File: config.mk
export PLATFORM = sky130hd
export DESIGN_NAME = sha256_stream_hasher
export DESIGN_NICKNAME = d
export VERILOG_FILES = /design/src/hdl/sha_pkg.sv /design/src/hdl/sha_dp.sv /design/src/hdl/sha_ctrl.sv /design/src/hdl/sha256_stream_hasher.sv
export SDC_FILE = /design/constraint.sdc
export NUM_CORES = 2
export LEC_CHECK = 0
export BUFFER_PORTS_ARGS = -buffer_cell sky130_fd_sc_hd__buf_2
export CORE_ASPECT_RATIO = 1.5
export CORE_MARGIN = 10
export CORE_UTILIZATION = 24
export DETAILED_ROUTE_END_ITERATION = 12
export PLACE_DENSITY = 0.42
export SLEW_MARGIN = 20
export SYNTH_ARGS = -nofsm -noshare
export SYNTH_HDL_FRONTEND = slang
export SYNTH_SLANG_ARGS = --single-unit
File: constraint.sdc
create_clock -name i_clk -period 10.1 [get_ports i_clk]
set_clock_uncertainty 0.15 [all_clocks]
set_input_delay 1.01 -clock i_clk [delete_from_list [all_inputs] [get_ports i_clk]]
set_output_delay 1.01 -clock i_clk [all_outputs]
set_load 0.02 [all_outputs]
File: src/hdl/sha_pkg.sv
// shared types and constants of the sha-256 stream hasher
// round constants, initial hash values, controller to datapath command and status
package sha_pkg;

    // byte sizes and positions in a 64-byte block
    localparam logic [5:0] FILL_LAST = 6'd63;
    localparam logic [5:0] LEN_START = 6'd56;
    localparam logic [5:0] ROUND_LAST = 6'd63;
    localparam logic [1:0] WORD_LAST = 2'd3;
    localparam logic [7:0] PAD_BYTE = 8'h80;
    localparam logic [63:0] BYTE_BITS = 64'd8;

    // initial hash values, h0 first
    localparam logic [31:0] HASH_IV [8] = '{
        32'h6a09e667, 32'hbb67ae85, 32'h3c6ef372, 32'ha54ff53a,
        32'h510e527f, 32'h9b05688c, 32'h1f83d9ab, 32'h5be0cd19
    };

    // source of the byte shifted into the block
    typedef enum logic [1:0] {
        BYTE_INPUT = 2'd0,
        BYTE_PAD80 = 2'd1,
        BYTE_ZERO  = 2'd2,
        BYTE_LEN   = 2'd3
    } t_byte_sel;

    // controller to datapath commands
    typedef struct packed {
        logic      byte_wr;
        t_byte_sel byte_sel;
        logic      len_add;
        logic      load_work;
        logic      round_en;
        logic      fold;
        logic      restart;
        logic [1:0] word_sel;
    } t_dp_cmd;

    // datapath to controller status
    typedef struct packed {
        logic [5:0] fill;
        logic       round_last;
    } t_dp_status;

    // round constant table
    function automatic logic [31:0] round_k(input logic [5:0] idx);
        logic [31:0] k;
        unique case (idx)
            6'd0:  k = 32'h428a2f98;  6'd1:  k = 32'h71374491;
            6'd2:  k = 32'hb5c0fbcf;  6'd3:  k = 32'he9b5dba5;
            6'd4:  k = 32'h3956c25b;  6'd5:  k = 32'h59f111f1;
            6'd6:  k = 32'h923f82a4;  6'd7:  k = 32'hab1c5ed5;
            6'd8:  k = 32'hd807aa98;  6'd9:  k = 32'h12835b01;
            6'd10: k = 32'h243185be;  6'd11: k = 32'h550c7dc3;
            6'd12: k = 32'h72be5d74;  6'd13: k = 32'h80deb1fe;
            6'd14: k = 32'h9bdc06a7;  6'd15: k = 32'hc19bf174;
            6'd16: k = 32'he49b69c1;  6'd17: k = 32'hefbe4786;
            6'd18: k = 32'h0fc19dc6;  6'd19: k = 32'h240ca1cc;
            6'd20: k = 32'h2de92c6f;  6'd21: k = 32'h4a7484aa;
            6'd22: k = 32'h5cb0a9dc;  6'd23: k = 32'h76f988da;
            6'd24: k = 32'h983e5152;  6'd25: k = 32'ha831c66d;
            6'd26: k = 32'hb00327c8;  6'd27: k = 32'hbf597fc7;
            6'd28: k = 32'hc6e00bf3;  6'd29: k = 32'hd5a79147;
            6'd30: k = 32'h06ca6351;  6'd31: k = 32'h14292967;
            6'd32: k = 32'h27b70a85;  6'd33: k = 32'h2e1b2138;
            6'd34: k = 32'h4d2c6dfc;  6'd35: k = 32'h53380d13;
            6'd36: k = 32'h650a7354;  6'd37: k = 32'h766a0abb;
            6'd38: k = 32'h81c2c92e;  6'd39: k = 32'h92722c85;
            6'd40: k = 32'ha2bfe8a1;  6'd41: k = 32'ha81a664b;
            6'd42: k = 32'hc24b8b70;  6'd43: k = 32'hc76c51a3;
            6'd44: k = 32'hd192e819;  6'd45: k = 32'hd6990624;
            6'd46: k = 32'hf40e3585;  6'd47: k = 32'h106aa070;
            6'd48: k = 32'h19a4c116;  6'd49: k = 32'h1e376c08;
            6'd50: k = 32'h2748774c;  6'd51: k = 32'h34b0bcb5;
            6'd52: k = 32'h391c0cb3;  6'd53: k = 32'h4ed8aa4a;
            6'd54: k = 32'h5b9cca4f;  6'd55: k = 32'h682e6ff3;
            6'd56: k = 32'h748f82ee;  6'd57: k = 32'h78a5636f;
            6'd58: k = 32'h84c87814;  6'd59: k = 32'h8cc70208;
            6'd60: k = 32'h90befffa;  6'd61: k = 32'ha4506ceb;
            6'd62: k = 32'hbef9a3f7;  6'd63: k = 32'hc67178f2;
            default: k = 32'h0;
        endcase
        return k;
    endfunction

endpackage

File: src/hdl/sha_dp.sv
// datapath of the sha-256 stream hasher: block window, round unit, chain, length
// depends on sha_pkg for commands, status, round constants and initial values
module sha_dp (
    input  logic                  i_clk,
    input  logic                  i_rst_n,
    input  sha_pkg::t_dp_cmd      i_cmd,
    input  logic [7:0]            i_byte,
    output sha_pkg::t_dp_status   o_status,
    output logic [63:0]           o_digest
);
    import sha_pkg::*;

    logic [31:0]  r_chain [8];
    logic [31:0]  r_v [8];
    logic [511:0] r_win;
    logic [5:0]   r_fill;
    logic [5:0]   r_round;
    logic [63:0]  r_len;

    logic [7:0]   byte_in;
    logic [31:0]  w0;
    logic [31:0]  w1;
    logic [31:0]  w9;
    logic [31:0]  w14;
    logic [31:0]  s0;
    logic [31:0]  s1;
    logic [31:0]  w_new;
    logic [31:0]  big_s0;
    logic [31:0]  big_s1;
    logic [31:0]  ch;
    logic [31:0]  maj;
    logic [31:0]  t1;
    logic [31:0]  t2;

    function automatic logic [31:0] rotr(input logic [31:0] x, input int unsigned n);
        return (x >> n) | (x << (32 - n));
    endfunction

    // byte source: input, pad marker, zero fill or big-endian bit length
    always_comb begin
        case (i_cmd.byte_sel)
            BYTE_INPUT: byte_in = i_byte;
            BYTE_PAD80: byte_in = PAD_BYTE;
            BYTE_ZERO:  byte_in = 8'h00;
            BYTE_LEN:   byte_in = r_len[{~r_fill[2:0], 3'b000} +: 8];
            default:    byte_in = 8'h00;
        endcase
    end

    // message schedule taps, oldest word in the top bits
    assign w0  = r_win[511:480];
    assign w1  = r_win[479:448];
    assign w9  = r_win[223:192];
    assign w14 = r_win[63:32];
    assign s0  = rotr(w1, 7) ^ rotr(w1, 18) ^ (w1 >> 3);
    assign s1  = rotr(w14, 17) ^ rotr(w14, 19) ^ (w14 >> 10);
    assign w_new = w0 + s0 + w9 + s1;

    // one compression round
    assign big_s1 = rotr(r_v[4], 6) ^ rotr(r_v[4], 11) ^ rotr(r_v[4], 25);
    assign big_s0 = rotr(r_v[0], 2) ^ rotr(r_v[0], 13) ^ rotr(r_v[0], 22);
    assign ch  = (r_v[4] & r_v[5]) ^ (~r_v[4] & r_v[6]);
    assign maj = (r_v[0] & r_v[1]) ^ (r_v[0] & r_v[2]) ^ (r_v[1] & r_v[2]);
    assign t1  = r_v[7] + big_s1 + ch + round_k(r_round) + w0;
    assign t2  = big_s0 + maj;

    // chain value, fill count and bit length
    always_ff @(posedge i_clk) begin
        if (!i_rst_n) begin
            r_chain <= HASH_IV;
            r_fill  <= '0;
            r_len   <= '0;
        end else begin
            if (i_cmd.byte_wr) begin
                r_fill <= r_fill + 6'd1;
            end
            if (i_cmd.len_add) begin
                r_len <= r_len + BYTE_BITS;
            end
            if (i_cmd.fold) begin
                for (int i = 0; i < 8; i++) begin
                    r_chain[i] <= r_chain[i] + r_v[i];
                end
            end
            if (i_cmd.restart) begin
                r_chain <= HASH_IV;
                r_fill  <= '0;
                r_len   <= '0;
            end
        end
    end

    // block window and working variables
    always_ff @(posedge i_clk) begin
        if (i_cmd.byte_wr) begin
            r_win <= {r_win[503:0], byte_in};
        end
        if (i_cmd.load_work) begin
            r_v     <= r_chain;
            r_round <= '0;
        end
        if (i_cmd.round_en) begin
            r_win   <= {r_win[479:0], w_new};
            r_round <= r_round + 6'd1;
            r_v[7]  <= r_v[6];
            r_v[6]  <= r_v[5];
            r_v[5]  <= r_v[4];
            r_v[4]  <= r_v[3] + t1;
            r_v[3]  <= r_v[2];
            r_v[2]  <= r_v[1];
            r_v[1]  <= r_v[0];
            r_v[0]  <= t1 + t2;
        end
    end

    // digest word, h0 and h1 in word 0
    always_comb begin
        case (i_cmd.word_sel)
            2'd0:    o_digest = {r_chain[0], r_chain[1]};
            2'd1:    o_digest = {r_chain[2], r_chain[3]};
            2'd2:    o_digest = {r_chain[4], r_chain[5]};
            default: o_digest = {r_chain[6], r_chain[7]};
        endcase
    end

    assign o_status.fill       = r_fill;
    assign o_status.round_last = (r_round == ROUND_LAST);

endmodule

File: src/hdl/sha_ctrl.sv
// controller of the sha-256 stream hasher: absorb, pad, rounds, fold, emit
// depends on sha_pkg for the command and status structs
module sha_ctrl (
    input  logic                  i_clk,
    input  logic                  i_rst_n,
    input  logic                  i_in_valid,
    output logic                  o_in_ready,
    input  logic                  i_in_present,
    input  logic                  i_in_last,
    output logic                  o_out_valid,
    input  logic                  i_out_ready,
    output logic [1:0]            o_out_word,
    output logic                  o_out_last,
    output sha_pkg::t_dp_cmd      o_cmd,
    input  sha_pkg::t_dp_status   i_status
);
    import sha_pkg::*;

    typedef enum logic [2:0] {
        S_IDLE,
        S_PAD,
        S_ROUND,
        S_FOLD,
        S_EMIT
    } t_state;

    t_state     r_state, n_state;
    logic       r_pad, n_pad;
    logic       r_first, n_first;
    logic       r_len_ok, n_len_ok;
    logic       r_final, n_final;
    logic [1:0] r_word, n_word;
    logic       len_zone;

    assign len_zone = (i_status.fill >= LEN_START);

    // next state and datapath commands
    always_comb begin
        n_state  = r_state;
        n_pad    = r_pad;
        n_first  = r_first;
        n_len_ok = r_len_ok;
        n_final  = r_final;
        n_word   = r_word;
        o_cmd    = '0;
        o_cmd.word_sel = r_word;
        unique case (r_state)
            S_IDLE: begin
                if (i_in_valid) begin
                    if (i_in_present) begin
                        o_cmd.byte_wr  = 1'b1;
                        o_cmd.byte_sel = BYTE_INPUT;
                        o_cmd.len_add  = 1'b1;
                    end
                    // a full block goes to the rounds, padding may follow
                    if (i_in_present && i_status.fill == FILL_LAST) begin
                        o_cmd.load_work = 1'b1;
                        n_state = S_ROUND;
                        n_pad   = i_in_last;
                        n_first = 1'b1;
                    end else if (i_in_last) begin
                        n_state = S_PAD;
                        n_pad   = 1'b1;
                        n_first = 1'b1;
                    end
                end
            end
            S_PAD: begin
                o_cmd.byte_wr = 1'b1;
                if (r_first) begin
                    o_cmd.byte_sel = BYTE_PAD80;
                    n_first  = 1'b0;
                    n_len_ok = !len_zone;
                end else if (len_zone && r_len_ok) begin
                    o_cmd.byte_sel = BYTE_LEN;
                end else begin
                    o_cmd.byte_sel = BYTE_ZERO;
                end
                // block complete: the one holding the length is the last
                if (i_status.fill == FILL_LAST) begin
                    o_cmd.load_work = 1'b1;
                    n_state  = S_ROUND;
                    n_final  = !r_first && r_len_ok;
                    n_len_ok = 1'b1;
                end
            end
            S_ROUND: begin
                o_cmd.round_en = 1'b1;
                if (i_status.round_last) begin
                    n_state = S_FOLD;
                end
            end
            S_FOLD: begin
                o_cmd.fold = 1'b1;
                if (r_final) begin
                    n_state = S_EMIT;
                    n_word  = '0;
                end else if (r_pad) begin
                    n_state = S_PAD;
                end else begin
                    n_state = S_IDLE;
                end
            end
            S_EMIT: begin
                if (i_out_ready) begin
                    if (r_word == WORD_LAST) begin
                        o_cmd.restart = 1'b1;
                        n_state = S_IDLE;
                        n_pad   = 1'b0;
                        n_final = 1'b0;
                    end else begin
                        n_word = r_word + 2'd1;
                    end
                end
            end
            default: n_state = S_IDLE;
        endcase
    end

    // state and registered outputs
    always_ff @(posedge i_clk) begin
        if (!i_rst_n) begin
            r_state  <= S_IDLE;
            r_pad    <= 1'b0;
            r_first  <= 1'b0;
            r_len_ok <= 1'b0;
            r_final  <= 1'b0;
            r_word   <= '0;
        end else begin
            r_state  <= n_state;
            r_pad    <= n_pad;
            r_first  <= n_first;
            r_len_ok <= n_len_ok;
            r_final  <= n_final;
            r_word   <= n_word;
        end
    end

    assign o_in_ready  = (r_state == S_IDLE);
    assign o_out_valid = (r_state == S_EMIT);
    assign o_out_word  = r_word;
    assign o_out_last  = (r_word == WORD_LAST);

endmodule

File: src/hdl/sha256_stream_hasher.sv
// top level of the sha-256 stream hasher: byte stream in, digest words out
// depends on sha_pkg, sha_ctrl and sha_dp
//
//  channel  | direction | tdata           | tuser          | tlast
//  s_axis   | in        | [7:0] data byte | byte present   | end of message
//  m_axis   | out       | [63:0] digest   | [1:0] word idx | fourth digest word
//
// a byte is written into the block when taken; the byte that completes a block adds 64 rounds and a fold
// a last item pads one byte per cycle to the end of the block and compresses it,
// pad and compress repeat for one more block when the length does not fit
// then each of the four digest words is held until taken
// the input is not ready while a block compresses, pads or the digest waits
// synchronous active-low reset returns the initial hash values, no clearing pass
module sha256_stream_hasher (
    input  logic        i_clk,
    input  logic        i_rst_n,
    input  logic        i_s_axis_tvalid,
    output logic        o_s_axis_tready,
    input  logic [7:0]  i_s_axis_tdata,   // [7:0] data_byte
    input  logic        i_s_axis_tuser,   // [0] byte_present
    input  logic        i_s_axis_tlast,   // last
    output logic        o_m_axis_tvalid,
    input  logic        i_m_axis_tready,
    output logic [63:0] o_m_axis_tdata,   // [63:0] digest_word
    output logic [1:0]  o_m_axis_tuser,   // [1:0] word_index
    output logic        o_m_axis_tlast    // final_word
);
    import sha_pkg::*;

    t_dp_cmd    cmd;
    t_dp_status status;

    // sequencing
    sha_ctrl u_ctrl (
        .i_clk        (i_clk),
        .i_rst_n      (i_rst_n),
        .i_in_valid   (i_s_axis_tvalid),
        .o_in_ready   (o_s_axis_tready),
        .i_in_present (i_s_axis_tuser),
        .i_in_last    (i_s_axis_tlast),
        .o_out_valid  (o_m_axis_tvalid),
        .i_out_ready  (i_m_axis_tready),
        .o_out_word   (o_m_axis_tuser),
        .o_out_last   (o_m_axis_tlast),
        .o_cmd        (cmd),
        .i_status     (status)
    );

    // hashing datapath
    sha_dp u_dp (
        .i_clk    (i_clk),
        .i_rst_n  (i_rst_n),
        .i_cmd    (cmd),
        .i_byte   (i_s_axis_tdata),
        .o_status (status),
        .o_digest (o_m_axis_tdata)
    );

endmodule

==> flow_summary_export.csv <==
group,metric,value,unit
critical_path,r2r-start,"u_dp.r_v[109]",
floorplan,die_w,476,um
cells_and_area,nFillCells,33300,
global_route,grt_pass1_vias,62600,
synthesis,synth_top_cell_by_area,"edfxtp_1",
place,port_buffers,82,
timing,maxSlewHeadroom,18.6,%
synthesis,synth_top_area_share,31.0,%
synthesis,syn_area_per_cell,8.80,um^2
cells_and_area,drive_gt1_share,5.79,%
timing,worstMarginPinSlew,1210,ps
clock_network,cts_tree,"yes",
synthesis,synth_edf_count,774,
critical_path,path_common_cell,"inv_1",
floorplan,initial_utilization,24.1,%
critical_path,cp.required,10520,ps
clock_network,cts_sinks,1138,
clock_network,clockBufferDepth,4,
critical_path,crit_start,"u_dp.r_v[109]",
synthesis,synthFlopType,"edfxtp_1",
worst_hold_path,hold_path.class,"reg2reg",
clock_network,cts_setup_buffers,0,
cells_and_area,layout_commonest_cell,"nand2_1",
synthesis,async_flop_share,0,%
synthesis,synth_nets,9115,
global_route,grt_pass1_wl,435000,um
critical_path,slowest_stage,"edfxtp_1",
critical_path,cp_max_fo,6,
floorplan,row_count,251,
detailed_routing,dr.pass1.iters,8,
clock_network,clk_pin_slew,60,ps
synthesis,synth_warnings,0,
detailed_routing,routed_wl,302000,um
cells_and_area,area_growth,12.7,%
detailed_routing,num_vias,61200,
timing,slew_violations,0,
clock_network,cts_buffers,147,
timing,finalHoldViolations,0,
floorplan,dieArea,335000,um^2
place,dp_hpwl,229000,um
floorplan,core-area,311000,um^2
clock_network,cts.repair.resized,0,
critical_path,setup.worst_path.end,"u_dp.r_v[255]",
run,drv_cap,0,
cells_and_area,fin_nets,8975,
synthesis,syn-cell-area,74900,um^2
detailed_routing,vias_per_cell,4.83,
synthesis,ys_types,99,
critical_path,worstReg2RegEnd,"u_dp.r_v[255]",
detailed_routing,drc,0,
synthesis,synth.top_cells.by_area,"edfxtp_1 31%, nand2_1 12%, dfxtp_1 9.7%",
run_status,status,"finished, final reports clean",
global_route,grt_max_degree,193,
clock_network,clk_latency,850,ps
critical_path,rr_worst_depth,32,
timing,rsz0062_at_grt,"false",
critical_path,critPathLaunchType,"register",
place,place_congestion,0.941,
clock_network,cts_hold_buf,0,
global_route,track_usage,17.3,%
timing,setup_tns,0,ps
cells_and_area,layout_common_cells,"2464 x nand2_1, 774 x edfxtp_1, 483 x o21ai_0",
synthesis,ys_ff_latch,1138,
timing,final.min_clock_period,8590,ps
detailed_routing,initialDrtViolationCount,4334,
critical_path,arrival,9010,ps
synthesis,synth_cells,8510,
critical_path,endpoint_kind,"register",
floorplan,dieHeight,704,um
critical_path,r2r_slack,1510,ps
critical_path,path_class,"reg2reg",
critical_path,critPathMaxStageDelay,580,ps
timing,fin_crit_sh,85.1,%
timing,setup_violations,0,
clock_network,cts_max_level,4,
detailed_routing,wl_per_cell,23.9,um
global_route,antenna_found_initial,8,
floorplan,ioPinCount,83,
detailed_routing,antenna_left,0,
timing,fmax,116,MHz
clock_network,cts-root-buf,"clkbuf_16",
global_route,grt_overflow,0,
synthesis,yosysSeqAreaShare,40.8,%
-- worst min path at each step --
stage / from / end / slack [ps] / cells past startpoint
after floorplan: u_dp.r_chain[31] / u_dp.r_chain[31] / 280 / 2
after global placement: u_dp.r_chain[31] / u_dp.r_chain[31] / 300 / 2
after detailed placement: u_ctrl.r_pad / u_ctrl.r_pad / 310 / 2
after CTS: u_ctrl.r_pad / u_ctrl.r_pad / 320 / 2
after global routing: i_rst_n / u_ctrl.r_first / 340 / 2
final: u_ctrl.r_pad / u_ctrl.r_pad / 320 / 2
-- kinds of logic after synthesis --
kind of cell    count (synthesis)  synth area share [%]
fa+ha+maj                     594                  11.9
compound gates               1797                  15.3
buf+inv                       945                  4.76
xor+xnor                      628                  7.39
simple gates                 3286                  18.0
flops                        1138                  40.8
mux                           122                  1.85
-- cell usage after synthesis (122+ instances only) --
cell / instances
o21ai_0: 487
nand2_1: 2466
xor2_1: 266
xnor2_1: 359
dfxtp_1: 364
clkbuf_1: 442
fa_1: 195
o211ai_1: 122
ha_1: 396
inv_1: 456
edfxtp_1: 774
a21oi_1: 472
nor2_1: 315
a21o_1: 200
-- per-stage QoR --
| step | util, % | cell area (um^2) | hold WS [ps] | worst slack [ps] | cells |
|---|---|---|---|---|---|
| after floorplan | - | 74900 | 285 | 1630 | 8510 |
| after global placement | 25.6 | 79800 | 297 | 1400 | 12400 |
| after detailed placement | 25.6 | 79800 | 309 | 1700 | 12400 |
| after CTS | 27.1 | 84400 | 317 | 1660 | 12700 |
| after global routing | 27.1 | 84400 | 340 | 1300 | 12700 |
| final | 27.1 | 84500 | 317 | 1510 | 12700 |
-- cell type report --
class	instances	area [um^2]	share of cell area, %
Antenna cell	9	22.5	0.0267
Clock inverter	70	672	0.796
Sequential cell	1138	30500	36.1
Clock buffer	186	3980	4.71
Timing Repair Buffer	198	1350	1.60
Inverter	458	1730	2.04
Tap cell	4174	5220	6.18
Multi-Input combinational cell	6427	41000	48.5
-- state kept, by name (all words and copies together) (netlist names), named ones only --
register,count
u_ctrl.r_pad,1
u_dp.r_round,6
u_ctrl.r_final,1
u_dp.r_v,256
u_ctrl.r_first,1
u_ctrl.o_out_word,2
u_ctrl.r_len_ok,1
u_ctrl.r_state,3
u_dp.r_len,61
u_dp.r_fill,6
u_dp.r_win,512
u_dp.r_chain,256
-- worst max-delay path: cells and delay by family, from the launching register on --
kind	cells	cell delay, ps
AO/OA/AOI/OAI	13	2630
XOR/XNOR	4	850
adder cells (fa/ha/maj)	6	2490
buffers and inverters	6	540
flip-flops	1	580
AND/OR/NAND/NOR	3	1040
-- layer usage --
layer	track usage, %	vias up	part of all wire (%)
li1	-	29000	-
met1	18.5	29900	37
met2	31.9	1656	52
met3	1.68	611	3.6
met4	11.6	0	7.8
met5	0	-	0
Power is not shown: default switching activity piles up to over one toggle a cycle in this logic, so the estimate is an artifact.
